## src/rmq_pkg.sv

```systemverilog
`timescale 1ns / 1ps
// ---------------------------------------------------------------------------
// rmq_pkg
// Shared widths, types and helpers for the matrix to quaternion pipeline.
// ---------------------------------------------------------------------------
package rmq_pkg;

	localparam int DW      = 16;
	localparam int FRAC    = DW - 2;
	// radicand: V (up to DW+2 bits, non-negative) shifted by FRAC
	localparam int RADW    = DW + 2 + FRAC;
	localparam int ROOTW   = (RADW + 1) / 2;
	// numerator: sum/diff of two entries, DW+1 bits, times 2^FRAC
	localparam int NUMW    = DW + 1 + FRAC;
	localparam int DENW    = ROOTW + 1;
	localparam int QUOW    = NUMW;
	localparam int SQ_STEPS  = ROOTW;
	localparam int DIV_STEPS = QUOW;

	typedef logic signed [DW-1:0] data_t;

	// per item control that travels alongside the datapath
	typedef struct packed {
		logic       trace;   // trace branch taken
		logic [1:0] sel;     // diagonal index for the other branch
	} ctl_t;

	function automatic data_t sat_fn(input logic signed [NUMW:0] v);
		logic signed [NUMW:0] hi;
		logic signed [NUMW:0] lo;
		begin
			hi = (NUMW+1)'((64'sd1 <<< (DW-1)) - 1);
			lo = -hi - 1;
			if (v > hi) sat_fn = data_t'(hi);
			else if (v < lo) sat_fn = data_t'(lo);
			else sat_fn = data_t'(v);
		end
	endfunction

endpackage

```

## src/rmq_div.sv

```systemverilog
`timescale 1ns / 1ps
// ---------------------------------------------------------------------------
// rmq_div
// Pipelined signed divider, one quotient bit per stage, truncating toward 0.
// ---------------------------------------------------------------------------
module rmq_div (
	input  logic                          clk,
	input  logic                          en,
	input  logic signed [rmq_pkg::DW:0]   num,
	input  logic [rmq_pkg::DENW-1:0]      den,
	output logic signed [rmq_pkg::NUMW:0] quo
);
	import rmq_pkg::*;

	localparam int RW = DENW + 1;

	logic [NUMW-1:0] n_s   [DIV_STEPS+1];
	logic [DENW-1:0] d_s   [DIV_STEPS+1];
	logic [RW-1:0]   r_s   [DIV_STEPS+1];
	logic            neg_s [DIV_STEPS+1];

	logic [DW:0] mag;
	always_comb begin
		mag = num[DW] ? (DW+1)'(-num) : (DW+1)'(num);
		n_s[0]   = {mag, FRAC'(0)};
		d_s[0]   = (den == '0) ? DENW'(1) : den;
		r_s[0]   = '0;
		neg_s[0] = num[DW];
	end

	genvar g;
	generate
		for (g = 0; g < DIV_STEPS; g++) begin : g_st
			logic [RW-1:0]   cur;
			logic [NUMW-1:0] nn;
			logic [RW-1:0]   nr;
			always_comb begin
				cur = RW'({r_s[g][RW-2:0], n_s[g][NUMW-1]});
				nn  = {n_s[g][NUMW-2:0], 1'b0};
				if (cur >= RW'(d_s[g])) begin
					nr = cur - RW'(d_s[g]);
					nn[0] = 1'b1;
				end else begin
					nr = cur;
				end
			end
			always_ff @(posedge clk) begin
				if (en) begin
					n_s[g+1]   <= nn;
					d_s[g+1]   <= d_s[g];
					r_s[g+1]   <= nr;
					neg_s[g+1] <= neg_s[g];
				end
			end
		end
	endgenerate

	always_comb begin
		if (neg_s[DIV_STEPS]) quo = -$signed({1'b0, n_s[DIV_STEPS]});
		else quo = $signed({1'b0, n_s[DIV_STEPS]});
	end

endmodule

```

## config.mk

```make
export PLATFORM = sky130hd
export DESIGN_NAME = rmq_div
export DESIGN_NICKNAME = d
export VERILOG_FILES = /design/src/rmq_pkg.sv /design/src/rmq_div.sv
export SDC_FILE = /design/constraint.sdc
export NUM_CORES = 2
export LEC_CHECK = 0
export BUFFER_PORTS_ARGS = -buffer_cell sky130_fd_sc_hd__buf_2
export CORE_ASPECT_RATIO = 0.6
export CORE_UTILIZATION = 60
export DETAILED_ROUTE_END_ITERATION = 8
export PLACE_DENSITY = 0.76
export SLEW_MARGIN = 20
export SYNTH_ARGS = -nofsm -noshare
export SYNTH_HDL_FRONTEND = slang
export SYNTH_SLANG_ARGS = --single-unit
```

## constraint.sdc

```tcl
create_clock -name clk -period 5.4 [get_ports clk]
set_input_delay 0.54 -clock clk [delete_from_list [all_inputs] [get_ports clk]]
set_output_delay 0.54 -clock clk [all_outputs]
set_load 0.05 [all_outputs]
```

Word-level counts from Yosys, hierarchy flattened:

Cells that the tools add are included.

* add/sub/neg operators: 32
* multiply operators: 0
* div/mod/pow operators: 0
* magnitude comparators: 31
* equality and inequality tests: 0
* shift-type cells: 0
* mux-type cells: 64
* bitwise operators: 0
* reduce and logical (&&, ||, !) cells: 1

Operator list (count)
* 18-bit by 17-bit >= comparator with 1-bit output: 30
* 17-bit 2-to-1 mux: 31
* 17-bit subtractor: 29
* 1-bit 2-to-1 mux: 32
* 32-bit 2-to-1 mux: 1
* 31-bit negation with 32-bit output: 1
* 1-bit by 17-bit >= comparator with 1-bit output: 1
* 17-bit logical NOT: 1
* 17-bit negation: 1
* 1-bit by 17-bit subtractor with 17-bit output: 1

* register bits: 1683
* bits in latches: 0
* RAM bits: 0
* memory bits (read-only): 0
* input bits: 36
* word-level logic and storage cells: 264
* memories kept: 0

Logic depth before layout (Yosys ltp):

* word-level depth: 4
* gate-level depth with buffers: 13

Least setup slack after synthesis:

No wires, ideal clock.

* path type: reg2out
* start: register n_s[4] (netlist name)
* end: output quo[29] (netlist name)
* arrival time: 2.758 ns
* data required time: 4.860 ns
* slack: 2.102 ns
* cell stages (with the launch flop): 8
* cells stage by stage: edfxtp_1 or4_1 or4_4 nor3_2 nand3_1 or3_1 o31ai_2 xnor2_1

* longest elaborated chain between the ends: 2

Ends and longest elaborated chain
* start: declaration: RTL line rmq_div.sv:17 `logic [NUMW-1:0] n_s [DIV_STEPS+1];`
* start signal: indexed assignment: RTL line rmq_div.sv:49 `n_s[g+1] <= nn;`
* 31-bit negation with 32-bit output: RTL line rmq_div.sv:59 `if (neg_s[DIV_STEPS]) quo = -$signed({1'b0, n_s[DIV_STEPS]});`
* 32-bit 2-to-1 mux: RTL line rmq_div.sv:59
* end: declaration: RTL line rmq_div.sv:11 `output logic signed [rmq_pkg::NUMW:0] quo`

Every way passes these cells.

Worst setup path in the final report:

Same ends and word-level chain as after synthesis.

==> metrics.md <==
| Metric | Value |
|---|---|
| Crit path DAT | 3770 ps |
| Status | finished clean |
| NetSw | 0.0188 W |
| Ys Warns | 0 |
| Critical Path RT | 4860 ps |
| Initial core utilization | 0.606 |
| RSZ-0062 raised after global routing | false |
| Hold Crit Start | den[0] |
| Clk_lat worst skew | 790 ps |
| First-pass GRT wire length | 280,000 um |
| IO Count | 68 |
| Reg2reg path depth | 9 |
| Clock buffer depth | 3 |
| Max_slew headroom | 0.227 |
| P_int | 0.0336 W |
| Final setup TNS | 0 ps |
| Hold_buf cts | 17 |
| CP Capture Type | output port |
| Final worst slack | 1090 ps |
| Post-layout nets | 7,307 |
| Detailed Route Iter0 Violations | 6,273 |
| Largest net degree at the start of global routing | 165 |
| CP max-delay cell | or4_1 |
| VDD IR-drop max | 0.334 mV |
| Crit share post-route | 0.798 |
| Area Overhead vs Synth | 9.62% |
| Vias in the first global route | 48.5k |
| Crit path cell chain | or4_1 -> or4_4 -> nor3_2 -> nand3_1 -> or3_1 -> o31ai_2 -> xnor2_1 -> buf_2 |
| # diodes | 0 |
| Gate power share | 0.400 |
| Fin crit period | 4310 ps |
| Crit path from | n_s[4] |
| Fin. max-slew vios | 0 |
| Drt first pass iters | 6 |
| Maximum clock rate | 232 MHz |
| Core footprint | 0.137 sq mm |
| Antenna Nets Post-Route | 0 |
| Clock power share | 0.213 |
| Drt via density | 6.07 |
| Pre-CTS WS | 1560 ps |
| CP Max Fanout | 6 |
| Total gr overflow | 0 |
| Vias post-DR | 52.6k |
| Syn avg cell area | 12.6 sq um |
| Proportion of layout cells with a drive suffix above 1 | 0.0863 |
| DPL Wire Length | 131,000 um |
| Residual DRC | 0 |
| CTS tree | done |
| Commonest non-fill, non-tap cell in the layout | edfxtp_1 |
| Count of final hold-check violations | 0 |
| Final RePlAce weighted congestion | 0.929 |
| CP endpoint | quo[29] |
| Most frequent cells in the layout | 1,683 x edfxtp_1, 675 x inv_1, 513 x ha_1 |
| PortBufs | 67 |
| CP Launch Type | flop |
| LEAKAGE | 35.4 nW |
| Clock Pin Slew Worst Setup and Hold Paths | 70 ps |
| Die Y | 290 um |
| Flop2flop setup slack | 1520 ps |
| CTS buffer count | 151 |
| Routed wire length | 181,000 um |
| # rows | 105 |
| Die width | 482 um |
| Mapped Nets | 7,152 |
| Synthesized flop and latch total | 1,683 |
| DR WL/cell | 20.9 um |
| Total Routing Usage GR | 0.257 |
| CTS Root Cell | clkbuf_16 |
| FF-to-FF End | g_st[5].cur[10] |
| Cts repair resizes | 0 |
| Initial antenna violation count | 7 |
| Setup violators final | 0 |
| Async S/R FF share, synth | 0 |
| Pwr dens | 576 mW/mm^2 |
| CTS Sinks | 1,683 |
| Post-CTS setup buffers | 0 |
| Synth cell types | 88 |
| Switching Fraction | 0.359 |
| Die Area | 0.140 sq mm |
| Post-synth EDFFs | 1,683 |
| Primary FF master, synth | edfxtp_1 |
| Syn Std Cell Area | 0.0829 sq mm |
| Core Util, Final | 0.664 |
| Hold Path Class | in -> reg |
| Worst r2r src | d_s[459] |
| H-tree lvl count | 4 |
| Max cap viols | 0 |
| Synth Instances | 6,574 |
| Sequential share of power | 0.387 |
| Register area share after synthesis | 0.610 |
| Worst-margin pin slew | 1140 ps |
| WS Path Type | reg -> out |
| Crit path largest cell delay | 600 ps |
| Worst Clk Skew | 20.6 ps |
## synth_stat cells (all sizes together) (78+ instances only)
library cell  count  area share
nand3           117      0.0071
nor2            416       0.019
edfxtp         1683        0.61
mux2            184       0.025
nor3            127      0.0077
nand2           392       0.018
inv             676       0.031
ha              513       0.077
nor2b            78      0.0059
o21a            109      0.0099
xnor2           227       0.024
a21oi           372       0.023
o21ai           387       0.023
xor2            130       0.014
a21o            114       0.010
clkbuf          105      0.0048
## metrics by stage
stage / std cells / hold slack, ps / total power (W) / area (sq um)
2_1_floorplan: 6574 / 400 / 0.0351 / 82900
3_3_place_gp: 8376 / 400 / 0.0400 / 85600
3_5_place_dp: 8376 / 405 / 0.0407 / 85600
4_1_cts: 8664 / 51.1 / 0.0520 / 90800
5_1_grt: 8666 / 75.6 / 0.0553 / 90900
6_report: 8666 / 110 / 0.0523 / 90900
## cells by family after synthesis
group / Yosys count / share of synthesized area
flip-flops: 1683 / 0.610
buffers and inverters: 801 / 0.0367
AO/OA/AOI/OAI: 1485 / 0.116
AND/OR/NAND/NOR: 1491 / 0.0866
XOR/XNOR: 357 / 0.0377
adder cells (fa/ha/maj): 542 / 0.0844
multiplexers: 215 / 0.0291
## power by group through the flow
stage	registers (W)	clock network (W)	logic [W]
finish	0.0203	0.0111	0.0209
global route	0.0205	0.0118	0.0230
CTS	0.0202	0.0114	0.0205
detailed placement	0.0204	0	0.0203
global placement	0.0204	0	0.0196
floorplan	0.0194	0	0.0157
## flip-flops by register name, indices dropped and copies added, names as in the netlist
name / cells
g_st.nn: 585
g_st.cur: 526
d_s: 510
n_s: 31
neg_s: 31
## layer usage
metal  share of wire  routed length [um]  vias up  GRT usage
met5               0                   0        -          0
met1            0.51               91500    25466      0.442
li1                -                   -    24724          -
met4           0.014                2470        0     0.0530
met3           0.097               17600      196     0.0521
met2            0.38               69400     2201      0.329
## worst max-delay path, delay by kind of cell (launching register included)
family | cells | cell delay [ps]
simple gates | 5 | 1900
buf+inv | 1 | 290
flops | 1 | 420
compound gates | 1 | 220
xor+xnor | 1 | 150
## layout make-up
type	instances	area (sq um)
inverters	676	2540
flip-flops and latches	1683	50500
clock inverters	93	1160
repair buffers	127	988
multi-input cells	4090	29400
clock buffers	178	3920
fillers	9796	46000
well taps	1819	2280
## how the worst min path moves through the flow
stage	to	cells after the start
after global placement	neg_s[11]	0
final	d_s[510]	2
after CTS	d_s[510]	2
after global routing	d_s[510]	2
after detailed placement	g_st[11].nn[5]	0
after floorplan	g_st[10].cur[0]	0
Power figures use the tool's default switching activity.
