<file path="src/rmq_pkg.sv">
`timescale 1ns / 1ps
// ---------------------------------------------------------------------------
// rmq_pkg
// Shared widths, types and helpers for the matrix to quaternion pipeline.
// ---------------------------------------------------------------------------
package rmq_pkg;

	localparam int DW      = 16;
	localparam int FRAC    = DW - 2;
	// radicand: V (up to DW+2 bits, non-negative) shifted by FRAC
	localparam int RADW    = DW + 2 + FRAC;
	localparam int ROOTW   = (RADW + 1) / 2;
	// numerator: sum/diff of two entries, DW+1 bits, times 2^FRAC
	localparam int NUMW    = DW + 1 + FRAC;
	localparam int DENW    = ROOTW + 1;
	localparam int QUOW    = NUMW;
	localparam int SQ_STEPS  = ROOTW;
	localparam int DIV_STEPS = QUOW;

	typedef logic signed [DW-1:0] data_t;

	// per item control that travels alongside the datapath
	typedef struct packed {
		logic       trace;   // trace branch taken
		logic [1:0] sel;     // diagonal index for the other branch
	} ctl_t;

	function automatic data_t sat_fn(input logic signed [NUMW:0] v);
		logic signed [NUMW:0] hi;
		logic signed [NUMW:0] lo;
		begin
			hi = (NUMW+1)'((64'sd1 <<< (DW-1)) - 1);
			lo = -hi - 1;
			if (v > hi) sat_fn = data_t'(hi);
			else if (v < lo) sat_fn = data_t'(lo);
			else sat_fn = data_t'(v);
		end
	endfunction

endpackage

</file>
<file path="src/rmq_sqrt.sv">
`timescale 1ns / 1ps
// ---------------------------------------------------------------------------
// rmq_sqrt
// Pipelined restoring integer square root, one result bit per stage.
// ---------------------------------------------------------------------------
module rmq_sqrt (
	input  logic                       clk,
	input  logic                       en,
	input  logic [rmq_pkg::RADW-1:0]   rad,
	output logic [rmq_pkg::ROOTW-1:0]  root
);
	import rmq_pkg::*;

	localparam int RW = ROOTW + 2;

	logic [RADW-1:0]  rad_s  [SQ_STEPS+1];
	logic [RW-1:0]    rem_s  [SQ_STEPS+1];
	logic [ROOTW-1:0] res_s  [SQ_STEPS+1];

	// radicand padded to an even width for pairs of bits
	localparam int PW = 2 * ROOTW;
	logic [PW-1:0] rad_pad;
	assign rad_pad = PW'(rad);

	always_comb begin
		rad_s[0] = RADW'(rad_pad);
		rem_s[0] = '0;
		res_s[0] = '0;
	end

	genvar g;
	generate
		for (g = 0; g < SQ_STEPS; g++) begin : g_st
			logic [PW-1:0] pad;
			logic [RW-1:0] trial;
			logic [RW-1:0] cur;
			logic [RW-1:0] nrem;
			logic [ROOTW-1:0] nres;
			logic [RADW-1:0] srad;
			always_comb begin
				pad   = PW'(rad_s[g]);
				cur   = RW'({rem_s[g], pad[PW-1-2*g -: 2]});
				trial = RW'({res_s[g], 2'b01});
				if (cur >= trial) begin
					nrem = cur - trial;
					nres = ROOTW'({res_s[g], 1'b1});
				end else begin
					nrem = cur;
					nres = ROOTW'({res_s[g], 1'b0});
				end
				srad = rad_s[g];
			end
			always_ff @(posedge clk) begin
				if (en) begin
					rad_s[g+1] <= srad;
					rem_s[g+1] <= nrem;
					res_s[g+1] <= nres;
				end
			end
		end
	endgenerate

	assign root = res_s[SQ_STEPS];

endmodule

</file>
<file path="config.mk">
export PLATFORM = sky130hd
export DESIGN_NAME = rmq_sqrt
export DESIGN_NICKNAME = d
export VERILOG_FILES = /design/src/rmq_pkg.sv /design/src/rmq_sqrt.sv
export SDC_FILE = /design/constraint.sdc
export NUM_CORES = 1
export LEC_CHECK = 0
export BUFFER_PORTS_ARGS = -buffer_cell sky130_fd_sc_hd__buf_2
export CAP_MARGIN = 25
export CORE_MARGIN = 2
export CORE_UTILIZATION = 30
export CTS_CLUSTER_DIAMETER = 30
export DETAILED_ROUTE_END_ITERATION = 12
export MAX_ROUTING_LAYER = met4
export PLACE_DENSITY = 0.49
export SETUP_SLACK_MARGIN = 0.1
export SLEW_MARGIN = 20
export SYNTH_ARGS = -nofsm -noshare
export SYNTH_HDL_FRONTEND = slang
export SYNTH_SLANG_ARGS = --single-unit
</file>
<file path="constraint.sdc">
create_clock -name clk -period 3.2 [get_ports clk]
set_clock_uncertainty 0.05 [all_clocks]
set_input_delay 0.8 -clock clk [delete_from_list [all_inputs] [get_ports clk]]
set_output_delay 0.8 -clock clk [all_outputs]
set_load 0.1 [all_outputs]
</file>
# Word level (Yosys, flattened, before mapping)
# Index checks and enable logic that the tools add are counted.
dict set report totals {
  register_bits 603
  inputBits 34
  out_inout_bits 16
  word_cells 109
}
dict set report classes {
  add_sub_neg 15
  n_lt_le_gt_ge 16
  muxes 31
}
# cell count
set ops {}
lappend ops {{two-way mux 16 bit} 14}
lappend ops {{greater-or-equal comparator 18 x 10 -> 1 bit} 1}
lappend ops {{greater-or-equal comparator 18 x 11 -> 1 bit} 1}
lappend ops {{greater-or-equal comparator 18 x 12 -> 1 bit} 1}
lappend ops {{greater-or-equal comparator 18 x 13 -> 1 bit} 1}
lappend ops {{greater-or-equal comparator 18 x 14 -> 1 bit} 1}
lappend ops {{greater-or-equal comparator 18 x 15 -> 1 bit} 1}
lappend ops {{greater-or-equal comparator 18 x 16 -> 1 bit} 1}
lappend ops {{greater-or-equal comparator 18 x 17 -> 1 bit} 1}
lappend ops {{greater-or-equal comparator 18 x 3 -> 1 bit} 1}
lappend ops {{greater-or-equal comparator 18 x 4 -> 1 bit} 1}
lappend ops {{greater-or-equal comparator 18 x 5 -> 1 bit} 1}
lappend ops {{greater-or-equal comparator 18 x 6 -> 1 bit} 1}
lappend ops {{greater-or-equal comparator 18 x 7 -> 1 bit} 1}
lappend ops {{greater-or-equal comparator 18 x 8 -> 1 bit} 1}
lappend ops {{greater-or-equal comparator 18 x 9 -> 1 bit} 1}
lappend ops {{two-way mux 1 bit} 16}
lappend ops {{subtractor 16 x 10 -> 16 bit} 1}
lappend ops {{subtractor 16 x 11 -> 16 bit} 1}
lappend ops {{subtractor 16 x 12 -> 16 bit} 1}
lappend ops {{subtractor 16 x 13 -> 16 bit} 1}
lappend ops {{subtractor 16 x 14 -> 16 bit} 1}
lappend ops {{subtractor 16 x 15 -> 16 bit} 1}
lappend ops {{subtractor 16 bit} 1}
lappend ops {{other kinds (10)} 10}

# Longest topological paths before layout
dict set report depth {
  ltp_word 2
  mapped_depth 11
}

# Least setup slack after synthesis
# OpenSTA, ideal clock, no wires.
dict set report synth_path {
  path_kind {reg-to-reg}
  startpoint {reg rem_s (netlist bit g_st[12].cur[2])}
  endpoint {reg rem_s (netlist bit g_st[13].cur[17]), data pin}
  arrival_ns 2.282
  slack_ns 0.608
  stages_incl_launch_ff 10
  n_path_buf 1
  path_cell_list {edfxtp_1 > ha_1 > nor2b_1 > o31a_1 > o21ai_2 > a31oi_1 > or4_1 > buf_2 > nor2b_1 > mux2_2}
}
dict set report synth_via {
  elab_chain_cells 2
}
# item line_no
set synth_lines {}
lappend synth_lines {{start, declared} rmq_sqrt.sv:17} ;# logic [RW-1:0] rem_s [SQ_STEPS+1];
lappend synth_lines {{start signal, assigned by index} rmq_sqrt.sv:56} ;# rem_s[g+1] <= nrem;
lappend synth_lines {{subtractor 16 x 14 -> 16 bit / greater-or-equal comparator 18 x 14 -> 1 bit (equally long branches)} {rmq_sqrt.sv:45, rmq_sqrt.sv:44}}
lappend synth_lines {{two-way mux 16 bit (*)} rmq_sqrt.sv:44} ;# if (cur >= trial) begin
lappend synth_lines {{net g_st[12].nrem[15]} rmq_sqrt.sv:37} ;# logic [RW-1:0] nrem;
# Mark *: on every way through the listed nets, which the timed path passes. The rest lies on a longest branch.
# A chain may end at the register's enable or synchronous reset.

# Final worst setup path
dict set report layout_path {
  startpoint {reg rem_s (netlist bit g_st[14].cur[2])}
  endpoint {reg rem_s (netlist bit g_st[15].cur[11]), data pin}
}
dict set report layout_via {
  elab_chain_cells 2
}
# item line_no
set layout_lines {}
lappend layout_lines {{subtractor 16 bit / greater-or-equal comparator 18 x 16 -> 1 bit (equally long branches)} {rmq_sqrt.sv:45, rmq_sqrt.sv:44}}
lappend layout_lines {{two-way mux 16 bit (*)} rmq_sqrt.sv:44}
lappend layout_lines {{net g_st[14].nrem[9]} rmq_sqrt.sv:37}
# Marked as above.

==> flow_summary.ini <==
[logic_synthesis]
yosysWarnings = 0
synth_top_family_by_area = simple AND/OR/NAND/NOR gates
synth_compound_area_share_pct = 8.883
yosysUniqueCellTypes = 76
synth_xor_area_share_pct = 4.929
synth_edf_count = 593
synthSimpleGateAreaFrac_pct = 9.444
ys_seq_area_share_pct = 65.50
synthCells = 2038
async_flop_share_pct = 0
synth-main-ff-cell = edfxtp_1
syn_area_um2 = 27190
synth_fp_nets = 2221
syn_avg_cell_area_um2 = 13.34
synth_top_area_cell = edfxtp_1
synth_top_area_share_pct = 65.50
ys_top_cells_by_area = edfxtp_1 66%, ha_1 6.9%, xnor2_1 2.6%
synth_mux_area_share_pct = 1.367
synthAdderAreaFrac_pct = 6.858
synth_seq_cells = 593

[layout]
syn_to_final_growth_pct = 25.09
final_nets = 2412
num_antenna_cells = 0
final_util_pct = 37.84
drive_gt1_share_pct = 15.01
fin_cells = 3521

[power_and_ir_drop]
p_sw_share_pct = 25.10
p_clk_share_pct = 50.7
leakage_nw = 13.14
power.density_nw_per_um2 = 826.8
intPower_mw = 21.06
power_switching_mw = 7.058
seq_power_share_pct = 36.4
combPwrFrac_pct = 12.9
peakVddDrop_uv = 531.2

[cts]
cts_tree = built
htreeDepth = 4
cts.clk_slew.worst_paths_ns = 0.05
numCtsBuffers = 140
clockBufferDepth = 3
cts-hold-fix-buffers = 0
cts.sink_count = 593
root_buffer = clkbuf_16
clock_latency_ns = 0.70

[placement]
place_ws_ns = -0.2712
numPortBuffers = 49
gp_congestion = 0.8474
dpl.cell_count = 3263
dp.final_hpwl_um = 34330

[drt]
drtAntennaViolNets = 0
wl_per_cell_um = 14.00
firstDrtPassIters = 5
avgViaCountPerCell = 4.563
drt_iter0_markers = 1079
drc = 0
drt-total-wl_um = 49310
num_vias = 16070

[floorplanning]
die_h_um = 305.0
core_um2 = 89870
start_util_pct = 30.25
die_width_um = 305.0
io_pins = 50
num_rows = 110
die-area_um2 = 93040

[global_route]
grt.met1_usage_pct = 12.84
track_usage_pct = 11.11
grt_max_degree = 81
grt_antenna_before_repair = 0
grt_pass1_wl_um = 82390
gr-total-overflow = 0
grtUsageMet2_pct = 17.88
grt_busiest_layer = met2
grt_pass1_vias = 16860
grt_use_met3_pct = 2.879

[hold_path]
hp-class = in2reg

[sta]
fmax_mhz = 342.6
worst_slew_pin_slew_ns = 0.7260
fin_crit_sh_pct = 91.20
period_needed_ns = 2.919
rsz0062_at_grt = false
slew_violations = 0
slew_headroom_pct = 51.31
setup_viol = 0
hold_viol_final = 0
setup_ws_ns = 0.2815

[setup_path]
critPathLaunchType = flop
worst-r2r-setup-slack_ns = 0.28
endpoint_kind = flop
cp_max_fo = 30
critPathArrivalTime_ns = 3.31
path_class = reg2reg
required_ns = 3.59

[run_status]
status = completed

[job]
maxCapViolations = 0
## final timing paths
path | from | to | depth (start not counted)
worst max-delay path | g_st[14].cur[2] | g_st[15].cur[11] | 8
worst min-delay path | rad[21] | g_st[1].pad[21] | 1
worst max register to register | g_st[14].cur[2] | g_st[15].cur[11] | 8
worst min register to register | g_st[3].pad[6] | g_st[4].pad[6] | 0
## sequential cells by signal, summed over array words and instances (netlist names)
register / flops
root: 16
g_st.pad: 240
g_st.cur: 217
g_st.trial: 120
## routing by layer
| metal | wire, µm | share of wire (%) |
|---|---|---|
| met4 | 1549 | 3.1 |
| met3 | 2122 | 4.3 |
| met5 | 0 | 0 |
| met1 | 21700 | 44 |
| met2 | 23940 | 49 |
## synthesized netlist by cell type, types with 5 or more instances
cell	count
a21oi_1	135
buf_2	14
mux2_2	22
or3_1	21
a21o_1	27
o21bai_1	6
o31a_1	8
a21boi_0	5
xor2_1	72
nand4_1	22
nand3b_1	5
xnor2_1	81
o21ai_1	10
nor2b_1	31
mux2i_1	9
nand2b_1	19
nor3b_1	5
nor4_1	24
inv_1	176
o211ai_1	7
edfxtp_1	593
o31ai_1	11
and2_1	9
ha_1	149
nand2_1	102
nor2_1	145
a211oi_1	12
clkbuf_1	16
nand3_1	26
and3_1	12
o21ai_0	87
a31oi_1	11
nor3_1	56
or4_1	11
o2111ai_1	7
o21a_1	28
## worst max-delay path, stage by stage, from the launching register on
cell and delay, ns:
edfxtp_1 0.39, ha_1 0.36, nor2b_1 0.21, o31ai_1 0.13
a211oi_1 0.62, a211oi_1 0.13, o21ai_2 0.21, buf_12 0.21
mux2_1 0.35
## layout by cell type (no fill, tap or decap), drive strengths merged, types with 11 or more instances in the layout
cell type / netlist / layout
inv: 177 / 193
nand3: 26 / 26
edfxtp: 593 / 593
nor2: 145 / 145
a211oi: 12 / 12
o21a: 28 / 28
buf: 16 / 82
clkbuf: 17 / 162
a31oi: 11 / 11
ha: 149 / 149
nor4: 26 / 26
o31ai: 11 / 11
a21oi: 135 / 135
nand2: 102 / 102
clkinvlp: 0 / 13
xor2: 72 / 72
xnor2: 81 / 81
mux2: 25 / 25
or4: 11 / 11
nand2b: 19 / 19
nand4: 22 / 22
a21o: 27 / 27
bufinv: 0 / 20
nor2b: 31 / 31
and3: 12 / 12
or3: 21 / 21
clkinv: 1 / 48
nor3: 58 / 58
o21ai: 100 / 100
## power groups by stage
stage | Combinational, mW | Sequential, mW | Clock, mW
finish | 3.64 | 10.2 | 14.2
global route | 4.11 | 10.3 | 15.1
CTS | 3.65 | 10.2 | 14.6
detailed placement | 3.61 | 10.4 | 0
global placement | 3.56 | 10.4 | 0
floorplan | 2.61 | 10.3 | 0
## cells by family (layout without fill, tap and decap cells)
| kind of cell | Yosys count | count (layout) |
|---|---|---|
| other | 1 | 1 |
| xor gates and xnor gates | 153 | 153 |
| DFF | 593 | 593 |
| muxes | 34 | 34 |
| and+or+nand+nor | 509 | 509 |
| buffers and inverters | 211 | 518 |
| adders and majority gates | 149 | 149 |
| AOI/OAI and AO/OA | 388 | 388 |
## stage by stage
| step | power, mW | cell area [µm²] | setup TNS (ns) | hold slack (ns) |
|---|---|---|---|---|
| finish | 28.12 | 34010 | 0 | 0.2274 |
| global route | 29.50 | 34010 | 0 | 0.1823 |
| CTS | 28.53 | 33980 | 0 | 0.1613 |
| detailed placement | 13.98 | 29130 | -1.846 | 0.3545 |
| global placement | 13.91 | 29130 | -2.163 | 0.3513 |
| floorplan | 12.87 | 27190 | 0 | 0.3503 |
## cell type report
class,instances,area (µm²)
timing repair buffer,82,615.6
multi-input combinational,1234,8596
clock inverter,96,1242
fill,8471,55870
inverter,178,668.1
tap,1176,1471
sequential,593,17810
clock buffer,162,3607
## what timing repair did
item	CTS	global route
resized for setup	2	3
cloned	0	0
setup buffers	0	0
endpoints found under the setup margin	17	5
pin swaps	0	0
No activity file was read; power rests on OpenSTA's default activity.
